[src/hw/rtl/rtw_pkg.sv]
// Shared types and constants for the RTT trend window scaler.
package rtw_pkg;

  localparam int FIELD_W     = 32;
  localparam int IN_TDATA_W  = 4 * FIELD_W;
  localparam int OUT_TDATA_W = 48;

  localparam int CFG_INDEX_W = 8;
  localparam int CFG_DATA_W  = 16;

  localparam logic [CFG_INDEX_W-1:0] CFG_EWMA_WEIGHT   = 8'd0;
  localparam logic [CFG_INDEX_W-1:0] CFG_SENSITIVITY   = 8'd1;
  localparam logic [CFG_INDEX_W-1:0] CFG_GAMMA_FLOOR   = 8'd2;
  localparam logic [CFG_INDEX_W-1:0] CFG_GAMMA_CEILING = 8'd3;

  localparam int WEIGHT_W = 16;
  localparam int GAMMA_W  = 16;
  localparam int FLOOR_W  = 14;

  localparam logic [WEIGHT_W-1:0] EWMA_WEIGHT_RST = 16'd8192;
  localparam logic [WEIGHT_W-1:0] SENSITIVITY_RST = 16'd128;
  localparam logic [FLOOR_W-1:0]  GAMMA_FLOOR_RST = 14'd4096;
  localparam logic [GAMMA_W-1:0]  GAMMA_CEIL_RST  = 16'd12288;
  localparam logic [GAMMA_W-1:0]  GAMMA_ONE       = 16'd8192;

  localparam int FRAC_W     = 16;  // fraction bits of smoothed RTT and ratio
  localparam int GAMMA_FRAC = 13;

  localparam int RATIO_QW = 41;
  localparam logic [RATIO_QW-1:0] RATIO_CAP = {1'b1, 40'd0};

  localparam int DEN_PROD_W = RATIO_QW + WEIGHT_W;
  localparam int DEN_W      = DEN_PROD_W + 2;
  localparam logic [DEN_W-1:0] DEN_ONE       = DEN_W'(64'd16777216);   // 1.0 in Q.24
  localparam logic [DEN_W-1:0] DEN_SAT_LIMIT = DEN_W'(64'd1048576);    // 2^20
  localparam logic [DEN_W-1:0] DEN_DIV_LIMIT = DEN_W'(64'd137438953472); // 2^37

  localparam int GDIV_DVS_W = 38;
  localparam int GRAW_W     = 17;
  localparam logic [GDIV_DVS_W-1:0] GDIV_REM_INIT = GDIV_DVS_W'(64'd1048576);

  typedef enum logic [3:0] {
    ST_IDLE,
    ST_DISPATCH,
    ST_SMP_MUL,
    ST_RATIO_DIV,
    ST_DEN_START,
    ST_DEN_MUL,
    ST_DEN_CLASS,
    ST_GAMMA_DIV,
    ST_CLAMP,
    ST_SCALE,
    ST_SUM,
    ST_RESULT
  } state_t;

  typedef struct packed {
    logic take;
    logic dispatch;
    logic smp_start;
    logic smp_update;
    logic gamma_one;
    logic ratio_start;
    logic ratio_take;
    logic den_start;
    logic den_calc;
    logic den_class;
    logic graw_take;
    logic clamp;
    logic scale;
    logic sum;
    logic out_load;
  } cmd_t;

  typedef struct packed {
    logic kind;
    logic sample_valid;
    logic seen;
    logic slow_start;
    logic ratio_ovf;
    logic need_div;
    logic mul_busy;
    logic div_busy;
    logic out_free;
  } stat_t;

endpackage

[src/hw/rtl/rtt_trend_window_scaler_core.sv]
// Top level: RTT trend window scaler, controller plus datapath.
// One request in flight. An RTT sample after the first one runs the 16-step
// serial EWMA multiply. A slow-start window request goes straight to the result.
// A congestion-avoidance window request may use the 41-step ratio divider,
// the 16-step k*ratio multiply and the 17-step gamma divider.
// Synchronous active-high reset: idle, config at defaults, RTT state cleared.
module rtt_trend_window_scaler_core #(
  parameter int RTT_WIDTH    = 32,
  parameter int WINDOW_WIDTH = 32
) (
  input  logic                            clk,
  input  logic                            rst,
  input  logic                            s_tvalid,
  output logic                            s_tready,
  // rtt_us[31:0], cwnd[63:32], ssthresh[95:64], cubic_cwnd[127:96]
  input  logic [rtw_pkg::IN_TDATA_W-1:0]  s_tdata,
  // kind
  input  logic                            s_tuser,
  output logic                            m_tvalid,
  input  logic                            m_tready,
  // new_cwnd[31:0], gamma[47:32]
  output logic [rtw_pkg::OUT_TDATA_W-1:0] m_tdata,
  input  logic                            cfg_valid,
  output logic                            cfg_ready,
  input  logic [rtw_pkg::CFG_INDEX_W-1:0] cfg_index,
  input  logic [rtw_pkg::CFG_DATA_W-1:0]  cfg_data
);
  import rtw_pkg::*;

  cmd_t  cmd;
  stat_t stat;

  assign cfg_ready = 1'b1;

  rtw_ctrl u_ctrl (
    .clk      (clk),
    .rst      (rst),
    .in_valid (s_tvalid),
    .in_ready (s_tready),
    .stat     (stat),
    .cmd      (cmd)
  );

  rtw_datapath #(
    .RTT_WIDTH    (RTT_WIDTH),
    .WINDOW_WIDTH (WINDOW_WIDTH)
  ) u_datapath (
    .clk       (clk),
    .rst       (rst),
    .cmd       (cmd),
    .stat      (stat),
    .in_kind   (s_tuser),
    .in_data   (s_tdata),
    .cfg_we    (cfg_valid && cfg_ready),
    .cfg_index (cfg_index),
    .cfg_data  (cfg_data),
    .out_valid (m_tvalid),
    .out_ready (m_tready),
    .out_data  (m_tdata)
  );

endmodule

[src/hw/rtl/rtw_mul.sv]
// Shift-add serial multiplier, one multiplier bit per cycle.
module rtw_mul #(
  parameter int MC_W = 48,
  parameter int MP_W = 16
) (
  input  logic                 clk,
  input  logic                 rst,
  input  logic                 start,
  input  logic [MC_W-1:0]      mcand,
  input  logic [MP_W-1:0]      mplier,
  output logic                 busy,
  output logic [MC_W+MP_W-1:0] product
);
  localparam int P_W = MC_W + MP_W;

  logic [P_W-1:0]  acc;
  logic [P_W-1:0]  mc;
  logic [MP_W-1:0] mp;

  assign busy    = (mp != '0);
  assign product = acc;

  always_ff @(posedge clk) begin
    if (rst) begin
      mp <= '0;
    end else if (start) begin
      mp <= mplier;
    end else if (busy) begin
      mp <= mp >> 1;
    end
  end

  always_ff @(posedge clk) begin
    if (start) begin
      acc <= '0;
      mc  <= P_W'(mcand);
    end else if (busy) begin
      if (mp[0]) begin
        acc <= acc + mc;
      end
      mc <= mc << 1;
    end
  end

endmodule

[src/hw/rtl/rtw_div.sv]
// Radix-2 restoring divider with preloaded partial remainder.
module rtw_div #(
  parameter int DV_W = 38,
  parameter int Q_W  = 41
) (
  input  logic                     clk,
  input  logic                     rst,
  input  logic                     start,
  input  logic [DV_W-1:0]          rem_init,
  input  logic [Q_W-1:0]           dividend,
  input  logic [DV_W-1:0]          divisor,
  input  logic [$clog2(Q_W+1)-1:0] steps,
  output logic                     busy,
  output logic [Q_W-1:0]           quotient
);
  localparam int CNT_W = $clog2(Q_W + 1);

  logic [CNT_W-1:0] cnt;
  logic [DV_W-1:0]  rem;
  logic [DV_W-1:0]  dvs;
  logic [Q_W-1:0]   dvd;
  logic [Q_W-1:0]   q;
  logic [DV_W:0]    trial;
  logic [DV_W:0]    diff;
  logic             ge;

  assign busy     = (cnt != '0);
  assign quotient = q;
  assign trial    = {rem, dvd[Q_W-1]};
  assign ge       = (trial >= {1'b0, dvs});
  assign diff     = trial - {1'b0, dvs};

  always_ff @(posedge clk) begin
    if (rst) begin
      cnt <= '0;
    end else if (start) begin
      cnt <= steps;
    end else if (busy) begin
      cnt <= cnt - CNT_W'(1);
    end
  end

  always_ff @(posedge clk) begin
    if (start) begin
      rem <= rem_init;
      dvs <= divisor;
      dvd <= dividend;
      q   <= '0;
    end else if (busy) begin
      rem <= ge ? diff[DV_W-1:0] : trial[DV_W-1:0];
      dvd <= dvd << 1;
      q   <= {q[Q_W-2:0], ge};
    end
  end

endmodule

[src/hw/rtl/rtw_datapath.sv]
// Datapath: config registers, RTT state, gamma computation and output register.
module rtw_datapath #(
  parameter int RTT_WIDTH    = 32,
  parameter int WINDOW_WIDTH = 32
) (
  input  logic                            clk,
  input  logic                            rst,
  input  rtw_pkg::cmd_t                   cmd,
  output rtw_pkg::stat_t                  stat,
  input  logic                            in_kind,
  input  logic [rtw_pkg::IN_TDATA_W-1:0]  in_data,
  input  logic                            cfg_we,
  input  logic [rtw_pkg::CFG_INDEX_W-1:0] cfg_index,
  input  logic [rtw_pkg::CFG_DATA_W-1:0]  cfg_data,
  output logic                            out_valid,
  input  logic                            out_ready,
  output logic [rtw_pkg::OUT_TDATA_W-1:0] out_data
);
  import rtw_pkg::*;

  localparam int SW    = RTT_WIDTH + FRAC_W;
  localparam int WW    = WINDOW_WIDTH;
  localparam int MC_W  = (SW > RATIO_QW) ? SW : RATIO_QW;
  localparam int DIV_W = MC_W + 1;
  localparam int HI_W  = DIV_W - RATIO_QW;
  localparam int DV_W  = (RTT_WIDTH > GDIV_DVS_W) ? RTT_WIDTH : GDIV_DVS_W;
  localparam int CNT_W = $clog2(RATIO_QW + 1);
  localparam int ADJ_W = GAMMA_W + WW;

  // configuration
  logic [WEIGHT_W-1:0] ewma_weight;
  logic [WEIGHT_W-1:0] sensitivity;
  logic [FLOOR_W-1:0]  gamma_floor;
  logic [GAMMA_W-1:0]  gamma_ceiling;

  // RTT state
  logic [RTT_WIDTH-1:0] min_rtt;
  logic [SW-1:0]        smooth;
  logic                 seen;

  // current request
  logic                 kind;
  logic [RTT_WIDTH-1:0] smp;
  logic [WW-1:0]        cwnd;
  logic [WW-1:0]        ssth;
  logic [WW-1:0]        cubic;

  // working registers
  logic                 ewma_up;
  logic [RATIO_QW-1:0]  ratio;
  logic [DEN_W-1:0]     den;
  logic                 raw_hi;
  logic [GRAW_W-1:0]    graw;
  logic [GAMMA_W-1:0]   gamma;
  logic [WW-1:0]        inc;
  logic [ADJ_W-1:0]     adj;
  logic [WW-1:0]        sum;

  // combinational
  logic [SW-1:0]          big;
  logic                   big_ge;
  logic [SW-1:0]          diff;
  logic [DIV_W-1:0]       smooth_ext;
  logic [HI_W-1:0]        smooth_hi;
  logic [RATIO_QW-1:0]    smooth_lo;
  logic                   ratio_ovf;
  logic                   den_neg;
  logic                   den_sat;
  logic                   need_div;
  logic [GAMMA_W-1:0]     g_hi;
  logic [GAMMA_W-1:0]     g_clamped;
  logic [SW-1:0]          corr;

  logic                   mul_start;
  logic [MC_W-1:0]        mul_mcand;
  logic [WEIGHT_W-1:0]    mul_mplier;
  logic                   mul_busy;
  logic [MC_W+WEIGHT_W-1:0] mul_prod;

  logic                   div_start;
  logic [DV_W-1:0]        div_rem_init;
  logic [RATIO_QW-1:0]    div_dividend;
  logic [DV_W-1:0]        div_divisor;
  logic [CNT_W-1:0]       div_steps;
  logic                   div_busy;
  logic [RATIO_QW-1:0]    div_q;

  assign big        = {smp, FRAC_W'(0)};
  assign big_ge     = (big >= smooth);
  assign diff       = big_ge ? (big - smooth) : (smooth - big);
  assign smooth_ext = DIV_W'(smooth);
  assign smooth_hi  = smooth_ext[DIV_W-1:RATIO_QW];
  assign smooth_lo  = smooth_ext[RATIO_QW-1:0];
  assign ratio_ovf  = (DV_W'(smooth_hi) >= DV_W'(min_rtt));
  assign den_neg    = den[DEN_W-1];
  assign den_sat    = !den_neg && (den <= DEN_SAT_LIMIT);
  assign need_div   = !den_neg && !den_sat && (den <= DEN_DIV_LIMIT);
  assign corr       = mul_prod[SW+FRAC_W-1:FRAC_W];

  always_comb begin
    if (raw_hi || (graw > GRAW_W'(gamma_ceiling))) begin
      g_hi = gamma_ceiling;
    end else begin
      g_hi = graw[GAMMA_W-1:0];
    end
    if (g_hi < GAMMA_W'(gamma_floor)) begin
      g_clamped = GAMMA_W'(gamma_floor);
    end else begin
      g_clamped = g_hi;
    end
  end

  assign stat.kind         = kind;
  assign stat.sample_valid = (smp != '0) && (smp != '1);
  assign stat.seen         = seen;
  assign stat.slow_start   = (cwnd < ssth);
  assign stat.ratio_ovf    = ratio_ovf;
  assign stat.need_div     = need_div;
  assign stat.mul_busy     = mul_busy;
  assign stat.div_busy     = div_busy;
  assign stat.out_free     = !out_valid || out_ready;

  // shared multiplier: EWMA correction and k * ratio
  assign mul_start  = (cmd.smp_start && seen) || cmd.den_start;
  assign mul_mcand  = cmd.den_start ? MC_W'(ratio) : MC_W'(diff);
  assign mul_mplier = cmd.den_start ? sensitivity : ewma_weight;

  rtw_mul #(
    .MC_W (MC_W),
    .MP_W (WEIGHT_W)
  ) u_mul (
    .clk     (clk),
    .rst     (rst),
    .start   (mul_start),
    .mcand   (mul_mcand),
    .mplier  (mul_mplier),
    .busy    (mul_busy),
    .product (mul_prod)
  );

  // shared divider: smooth / min_rtt and 2^37 / den
  assign div_start    = (cmd.ratio_start && !ratio_ovf) || (cmd.den_class && need_div);
  assign div_rem_init = cmd.den_class ? DV_W'(GDIV_REM_INIT) : DV_W'(smooth_hi);
  assign div_dividend = cmd.den_class ? '0 : smooth_lo;
  assign div_divisor  = cmd.den_class ? DV_W'(den[GDIV_DVS_W-1:0]) : DV_W'(min_rtt);
  assign div_steps    = cmd.den_class ? CNT_W'(GRAW_W) : CNT_W'(RATIO_QW);

  rtw_div #(
    .DV_W (DV_W),
    .Q_W  (RATIO_QW)
  ) u_div (
    .clk      (clk),
    .rst      (rst),
    .start    (div_start),
    .rem_init (div_rem_init),
    .dividend (div_dividend),
    .divisor  (div_divisor),
    .steps    (div_steps),
    .busy     (div_busy),
    .quotient (div_q)
  );

  // control and architectural state
  always_ff @(posedge clk) begin
    if (rst) begin
      ewma_weight   <= EWMA_WEIGHT_RST;
      sensitivity   <= SENSITIVITY_RST;
      gamma_floor   <= GAMMA_FLOOR_RST;
      gamma_ceiling <= GAMMA_CEIL_RST;
      min_rtt       <= '1;
      smooth        <= '0;
      seen          <= 1'b0;
      out_valid     <= 1'b0;
    end else begin
      if (cfg_we) begin
        unique case (cfg_index)
          CFG_EWMA_WEIGHT:   ewma_weight   <= cfg_data[WEIGHT_W-1:0];
          CFG_SENSITIVITY:   sensitivity   <= cfg_data[WEIGHT_W-1:0];
          CFG_GAMMA_FLOOR:   gamma_floor   <= cfg_data[FLOOR_W-1:0];
          CFG_GAMMA_CEILING: gamma_ceiling <= cfg_data[GAMMA_W-1:0];
          default: ;
        endcase
      end
      if (cmd.smp_start) begin
        if (smp < min_rtt) begin
          min_rtt <= smp;
        end
        if (!seen) begin
          smooth <= big;
          seen   <= 1'b1;
        end
      end
      if (cmd.smp_update) begin
        smooth <= ewma_up ? (smooth + corr) : (smooth - corr);
      end
      if (cmd.out_load) begin
        out_valid <= 1'b1;
      end else if (out_ready) begin
        out_valid <= 1'b0;
      end
    end
  end

  // payload registers
  always_ff @(posedge clk) begin
    if (cmd.take) begin
      kind  <= in_kind;
      smp   <= RTT_WIDTH'(in_data[FIELD_W-1:0]);
      cwnd  <= WW'(in_data[2*FIELD_W-1:FIELD_W]);
      ssth  <= WW'(in_data[3*FIELD_W-1:2*FIELD_W]);
      cubic <= WW'(in_data[4*FIELD_W-1:3*FIELD_W]);
    end
    if (cmd.dispatch) begin
      inc <= (cubic > cwnd) ? (cubic - cwnd) : '0;
    end
    if (cmd.smp_start) begin
      ewma_up <= big_ge;
    end
    if (cmd.ratio_start && ratio_ovf) begin
      ratio <= RATIO_CAP;
    end
    if (cmd.ratio_take) begin
      ratio <= (div_q > RATIO_CAP) ? RATIO_CAP : div_q;
    end
    if (cmd.den_calc) begin
      den <= DEN_W'(mul_prod[DEN_PROD_W-1:0]) + DEN_ONE
             - DEN_W'({sensitivity, FRAC_W'(0)});
    end
    if (cmd.den_class) begin
      raw_hi <= den_sat;
      graw   <= '0;
    end
    if (cmd.graw_take) begin
      graw <= div_q[GRAW_W-1:0];
    end
    if (cmd.gamma_one) begin
      gamma <= GAMMA_ONE;
    end
    if (cmd.clamp) begin
      gamma <= g_clamped;
    end
    if (cmd.scale) begin
      adj <= ADJ_W'(gamma) * ADJ_W'(inc);
    end
    if (cmd.sum) begin
      sum <= cwnd + adj[WW+GAMMA_FRAC-1:GAMMA_FRAC];
    end
    if (cmd.out_load) begin
      if (cwnd < ssth) begin
        out_data <= {GAMMA_ONE, FIELD_W'(cubic)};
      end else begin
        out_data <= {gamma, FIELD_W'(sum)};
      end
    end
  end

endmodule

[src/hw/rtl/rtw_ctrl.sv]
// Controller state machine sequencing sample and window requests.
module rtw_ctrl (
  input  logic           clk,
  input  logic           rst,
  input  logic           in_valid,
  output logic           in_ready,
  input  rtw_pkg::stat_t stat,
  output rtw_pkg::cmd_t  cmd
);
  import rtw_pkg::*;

  state_t state;
  state_t state_next;

  assign in_ready = (state == ST_IDLE);

  always_ff @(posedge clk) begin
    if (rst) begin
      state <= ST_IDLE;
    end else begin
      state <= state_next;
    end
  end

  always_comb begin
    state_next = state;
    cmd        = '0;
    unique case (state)
      ST_IDLE: begin
        if (in_valid) begin
          cmd.take   = 1'b1;
          state_next = ST_DISPATCH;
        end
      end
      ST_DISPATCH: begin
        cmd.dispatch = 1'b1;
        if (!stat.kind) begin
          if (stat.sample_valid) begin
            cmd.smp_start = 1'b1;
            state_next    = stat.seen ? ST_SMP_MUL : ST_IDLE;
          end else begin
            state_next = ST_IDLE;
          end
        end else if (stat.slow_start) begin
          state_next = ST_RESULT;
        end else if (!stat.seen) begin
          cmd.gamma_one = 1'b1;
          state_next    = ST_SCALE;
        end else begin
          cmd.ratio_start = 1'b1;
          state_next      = stat.ratio_ovf ? ST_DEN_START : ST_RATIO_DIV;
        end
      end
      ST_SMP_MUL: begin
        if (!stat.mul_busy) begin
          cmd.smp_update = 1'b1;
          state_next     = ST_IDLE;
        end
      end
      ST_RATIO_DIV: begin
        if (!stat.div_busy) begin
          cmd.ratio_take = 1'b1;
          state_next     = ST_DEN_START;
        end
      end
      ST_DEN_START: begin
        cmd.den_start = 1'b1;
        state_next    = ST_DEN_MUL;
      end
      ST_DEN_MUL: begin
        if (!stat.mul_busy) begin
          cmd.den_calc = 1'b1;
          state_next   = ST_DEN_CLASS;
        end
      end
      ST_DEN_CLASS: begin
        cmd.den_class = 1'b1;
        state_next    = stat.need_div ? ST_GAMMA_DIV : ST_CLAMP;
      end
      ST_GAMMA_DIV: begin
        if (!stat.div_busy) begin
          cmd.graw_take = 1'b1;
          state_next    = ST_CLAMP;
        end
      end
      ST_CLAMP: begin
        cmd.clamp  = 1'b1;
        state_next = ST_SCALE;
      end
      ST_SCALE: begin
        cmd.scale  = 1'b1;
        state_next = ST_SUM;
      end
      ST_SUM: begin
        cmd.sum    = 1'b1;
        state_next = ST_RESULT;
      end
      ST_RESULT: begin
        if (stat.out_free) begin
          cmd.out_load = 1'b1;
          state_next   = ST_IDLE;
        end
      end
      default: begin
        state_next = ST_IDLE;
      end
    endcase
  end

endmodule
[config.mk]
export PLATFORM = sky130hd
export DESIGN_NAME = rtt_trend_window_scaler_core
export DESIGN_NICKNAME = d
export VERILOG_FILES = /design/src/hw/rtl/rtw_pkg.sv /design/src/hw/rtl/rtt_trend_window_scaler_core.sv /design/src/hw/rtl/rtw_mul.sv /design/src/hw/rtl/rtw_div.sv /design/src/hw/rtl/rtw_datapath.sv /design/src/hw/rtl/rtw_ctrl.sv
export SDC_FILE = /design/constraint.sdc
export NUM_CORES = 2
export LEC_CHECK = 0
export BUFFER_PORTS_ARGS = -buffer_cell sky130_fd_sc_hd__buf_2
export CAP_MARGIN = 10
export CORE_AREA = 2 2 341 343
export DETAILED_ROUTE_END_ITERATION = 16
export DIE_AREA = 0 0 343 345
export PLACE_DENSITY = 0.77
export SYNTH_ARGS = -nofsm -noshare
export SYNTH_HDL_FRONTEND = slang
export SYNTH_SLANG_ARGS = --single-unit
[constraint.sdc]
create_clock -name clk -period 9.5 [get_ports clk]
set_input_delay 0.95 -clock clk [delete_from_list [all_inputs] [get_ports clk]]
set_output_delay 0.95 -clock clk [all_outputs]
set_load 0.02 [all_outputs]
==> summary.md <==
| Metric | Value |
|---|---|
| Global-route wire length before repair | 313000 µm |
| Initial drt markers | around 4.8k |
| Synth-to-Final Area Change | 7.85% |
| GPL Wtd Cong | 0.995 |
| Clock Sink Count | around 860 |
| Number of global-route vias before repair | about 55k |
| Clk slew on worst S/H paths | 0.06 ns |
| Status | complete, no violations |
| Area of the multi-input gates | about 41000 µm² |
| Fin Setup TNS | 0 ns |
| Slew margin rel. | 18.6% |
| CORE AREA | around 120000 µm² |
| WL final | between 200000 and 250000 µm |
| Slew @ Worst Pin | 1.22 ns |
| Fmax | 0.126 GHz |
| Drt drc | 0 |
| Commonest non-fill, non-tap cell in the layout | inv_1 |
| Pre-CTS WS | 1.63 ns |
| Post-CTS sizing | 0 |
| DR WL/cell | 22.8 µm |
| Starting density of the core | 59.3% |
| Final WS setup | approximately 1.6 ns |
| Final cell count without fillers | 8935 |
| Crit path kind | flop to flop |
| Clock Tree Buf Depth | 3 |
| Critical path arrival | 8.37 ns |
| Initial antenna violation count | 3 |
| Port-buffer cells | 207 |
| Synthesized instance count | 7310 |
| Hold/Removal Path Class | input pin to flop |
| Unrepaired setup endpoints after global routing | false |
| Tcrit/Tclk final | 83.4% |
| Maxcap violations | 0 |
| Final setup fails | 0 |
| Mapped Area | 68300 µm² |
| Ys flop type | edfxtp_1 |
| EDFF count, synth | 573 |
| Fin nets | 8396 |
| Final Skew | about 0.045 ns |
| DP HPWL | 155000 µm |
| Clk root buf | clkbuf_16 |
| Row cnt | 125 |
| Clk_lat worst skew | 0.73 ns |
| Syn Nets | 8382 |
| Distinct cells, synth | 110 |
| Die height | 345 µm |
| Via Count | 55.1k |
| Layout cells sized above 1 | around 7.6% |
| Max H-tree Level | 3 |
| Drt first pass iters | 6 |
| Hold Fails Final Rpt | 0 |
| Inserted Clock Buffers | 97 |
| Storage element area | 23000 µm² |
| Warnings, synthesis | 0 |
| Grt ovf | 0 |
| Number of placed cells counting well taps | 8748 |
| Post-layout util | approximately 64% |
| Fillcell total | between 9k and 10k |
| Pin count of the biggest net entering global routing | 96 |
| Die Span X | 343 µm |
| Post-CTS setup buffers | 0 |
| CTS tree | done |
| Hold_buf cts | 0 |
| Crit end category | flop |
| Via density | roughly 6 |
| Worst Setup Start Kind | flop |
| CP required | about 10 ns |
| Sequential fraction of the synthesis area | 33.7% |
| # IOs | approximately 210 |
| Syn_area_per_cell | a little over 9 µm² |
| Die area | around 120000 µm² |
| Most frequent cells in the layout | inv_1 (841), nand2_1 (748), edfxtp_1 (573) |
| Fraction of registers with async set/reset | 0% |
| Remaining antenna violation count | 0 |
| Crit-path max FO | 33 |
| Max-slew violation count | 0 |
| Synth Register Bits | 864 |
| GRT Overall Usage | 34.1% |
| Crit path time final | 7.93 ns |
==> cell type report <==
class | instances | area share [%]
Multi-Input combinational cell | 5255 | 55.4
Sequential cell | 864 | 31.3
Clock inverter | 67 | 1.04
Timing Repair Buffer | 262 | 1.99
Tap cell | 1524 | 2.59
Clock buffer | 114 | 3.41
Inverter | 844 | 4.30
Antenna cell | 5 | 0.0170
==> cell families (layout without fill, tap and decap cells) <==
| family | Yosys count | in the layout | synth area share, % |
|---|---|---|---|
| AO/OA/AOI/OAI | 1582 | 1582 | 14.8 |
| XOR/XNOR | 363 | 363 | 4.66 |
| adder cells (fa/ha/maj) | 914 | 914 | 21.4 |
| buffers and inverters | 1191 | 1287 | 6.72 |
| flip-flops | 864 | 864 | 33.7 |
| multiplexers | 230 | 230 | 3.46 |
| other | 1 | 6 | 0.00549 |
| AND/OR/NAND/NOR | 2165 | 2165 | 15.2 |
==> worst paths after layout <==
kind | startpoint | slack [ns] | cells past startpoint | to
setup reg to reg | u_datapath.gamma[2]$_SDFFCE_PN0P_ | 1.57 | 21 | u_datapath.adj[39]$_DFFE_PP_
hold / removal | s_tdata[16] | 0.40 | 1 | u_datapath.smp[16]$_DFFE_PP_
hold reg to reg | u_datapath.u_mul.mp[3]$_SDFFE_PP0P_ | 0.46 | 2 | u_datapath.u_mul.mp[2]$_SDFFE_PP0P_
setup / recovery | u_datapath.gamma[2]$_SDFFCE_PN0P_ | 1.57 | 21 | u_datapath.adj[39]$_DFFE_PP_
==> worst max-delay path, cell delays in order (launching register included) <==
cell and delay (ns):
edfxtp_1 1.16, nand2_1 0.18, fa_1 0.58, fa_1 0.44
fa_1 0.51, inv_1 0.05, fa_1 0.46, fa_1 0.56
inv_1 0.06, fa_1 0.53, inv_1 0.05, ha_1 0.34
a21o_1 0.18, a21o_1 0.17, a21o_1 0.19, a21oi_1 0.61
a211oi_1 0.26, or3_1 0.43, a21oi_1 0.32, o21ai_1 0.17
a311oi_1 0.33, xnor2_1 0.09
==> cell usage after synthesis, types with 46 or more instances <==
| cell | number | area share, % |
|---|---|---|
| a211o_1 | 47 | 0.60 |
| a211oi_1 | 62 | 0.68 |
| a21o_1 | 210 | 2.3 |
| a21oi_1 | 502 | 3.7 |
| a22oi_1 | 54 | 0.59 |
| a31oi_1 | 46 | 0.42 |
| and2_1 | 288 | 2.6 |
| clkbuf_1 | 272 | 1.5 |
| dfxtp_1 | 291 | 8.5 |
| edfxtp_1 | 573 | 25 |
| fa_1 | 422 | 12 |
| ha_1 | 492 | 9.0 |
| inv_1 | 841 | 4.6 |
| mux2_2 | 49 | 0.81 |
| mux2i_1 | 181 | 2.7 |
| nand2_1 | 755 | 4.1 |
| nand3_1 | 139 | 1.0 |
| nand4_1 | 91 | 0.83 |
| nor2_1 | 495 | 2.7 |
| nor2b_1 | 51 | 0.47 |
| nor3_1 | 79 | 0.58 |
| nor4_1 | 69 | 0.63 |
| o21a_1 | 52 | 0.57 |
| o21ai_0 | 302 | 2.2 |
| o21bai_1 | 52 | 0.57 |
| xnor2_1 | 233 | 3.0 |
| xor2_1 | 130 | 1.7 |
==> state kept, by name, indices dropped and copies added, names as in the netlist, 17 cells and up <==
register	cells
u_datapath.u_div.rem	38
u_datapath.den	59
u_datapath.u_mul.mc	64
u_datapath.u_div.dvs	38
u_datapath.adj	32
u_datapath.u_div.dvd	41
u_datapath.u_div.quotient	41
u_datapath.ssth	32
u_datapath.u_mul.product	64
u_datapath.min_rtt	32
u_datapath.sum	32
u_datapath.cwnd	32
u_datapath.out_data	48
u_datapath.cubic	32
u_datapath.smooth	48
u_datapath.graw	17
u_datapath.inc	32
u_datapath.ratio	41
u_datapath.smp	32
==> metrics by stage <==
step	area, µm²	hold WS [ns]
CTS	73600	0.363
detailed placement	70300	0.448
floorplan	68300	0.434
finish	73700	0.399
global placement	70300	0.441
global route	73600	0.375
==> per-layer routing <==
layer | track usage, % | wire length (µm)
met1 | 42.6 | 78600
met2 | 56.1 | 95700
met3 | 4.84 | 14800
met4 | 20.5 | 14600
met5 | 0 | 0
Power is left out: the tool's default activity adds up to more than one toggle a clock period on the data nets, which glitch-free logic cannot reach.
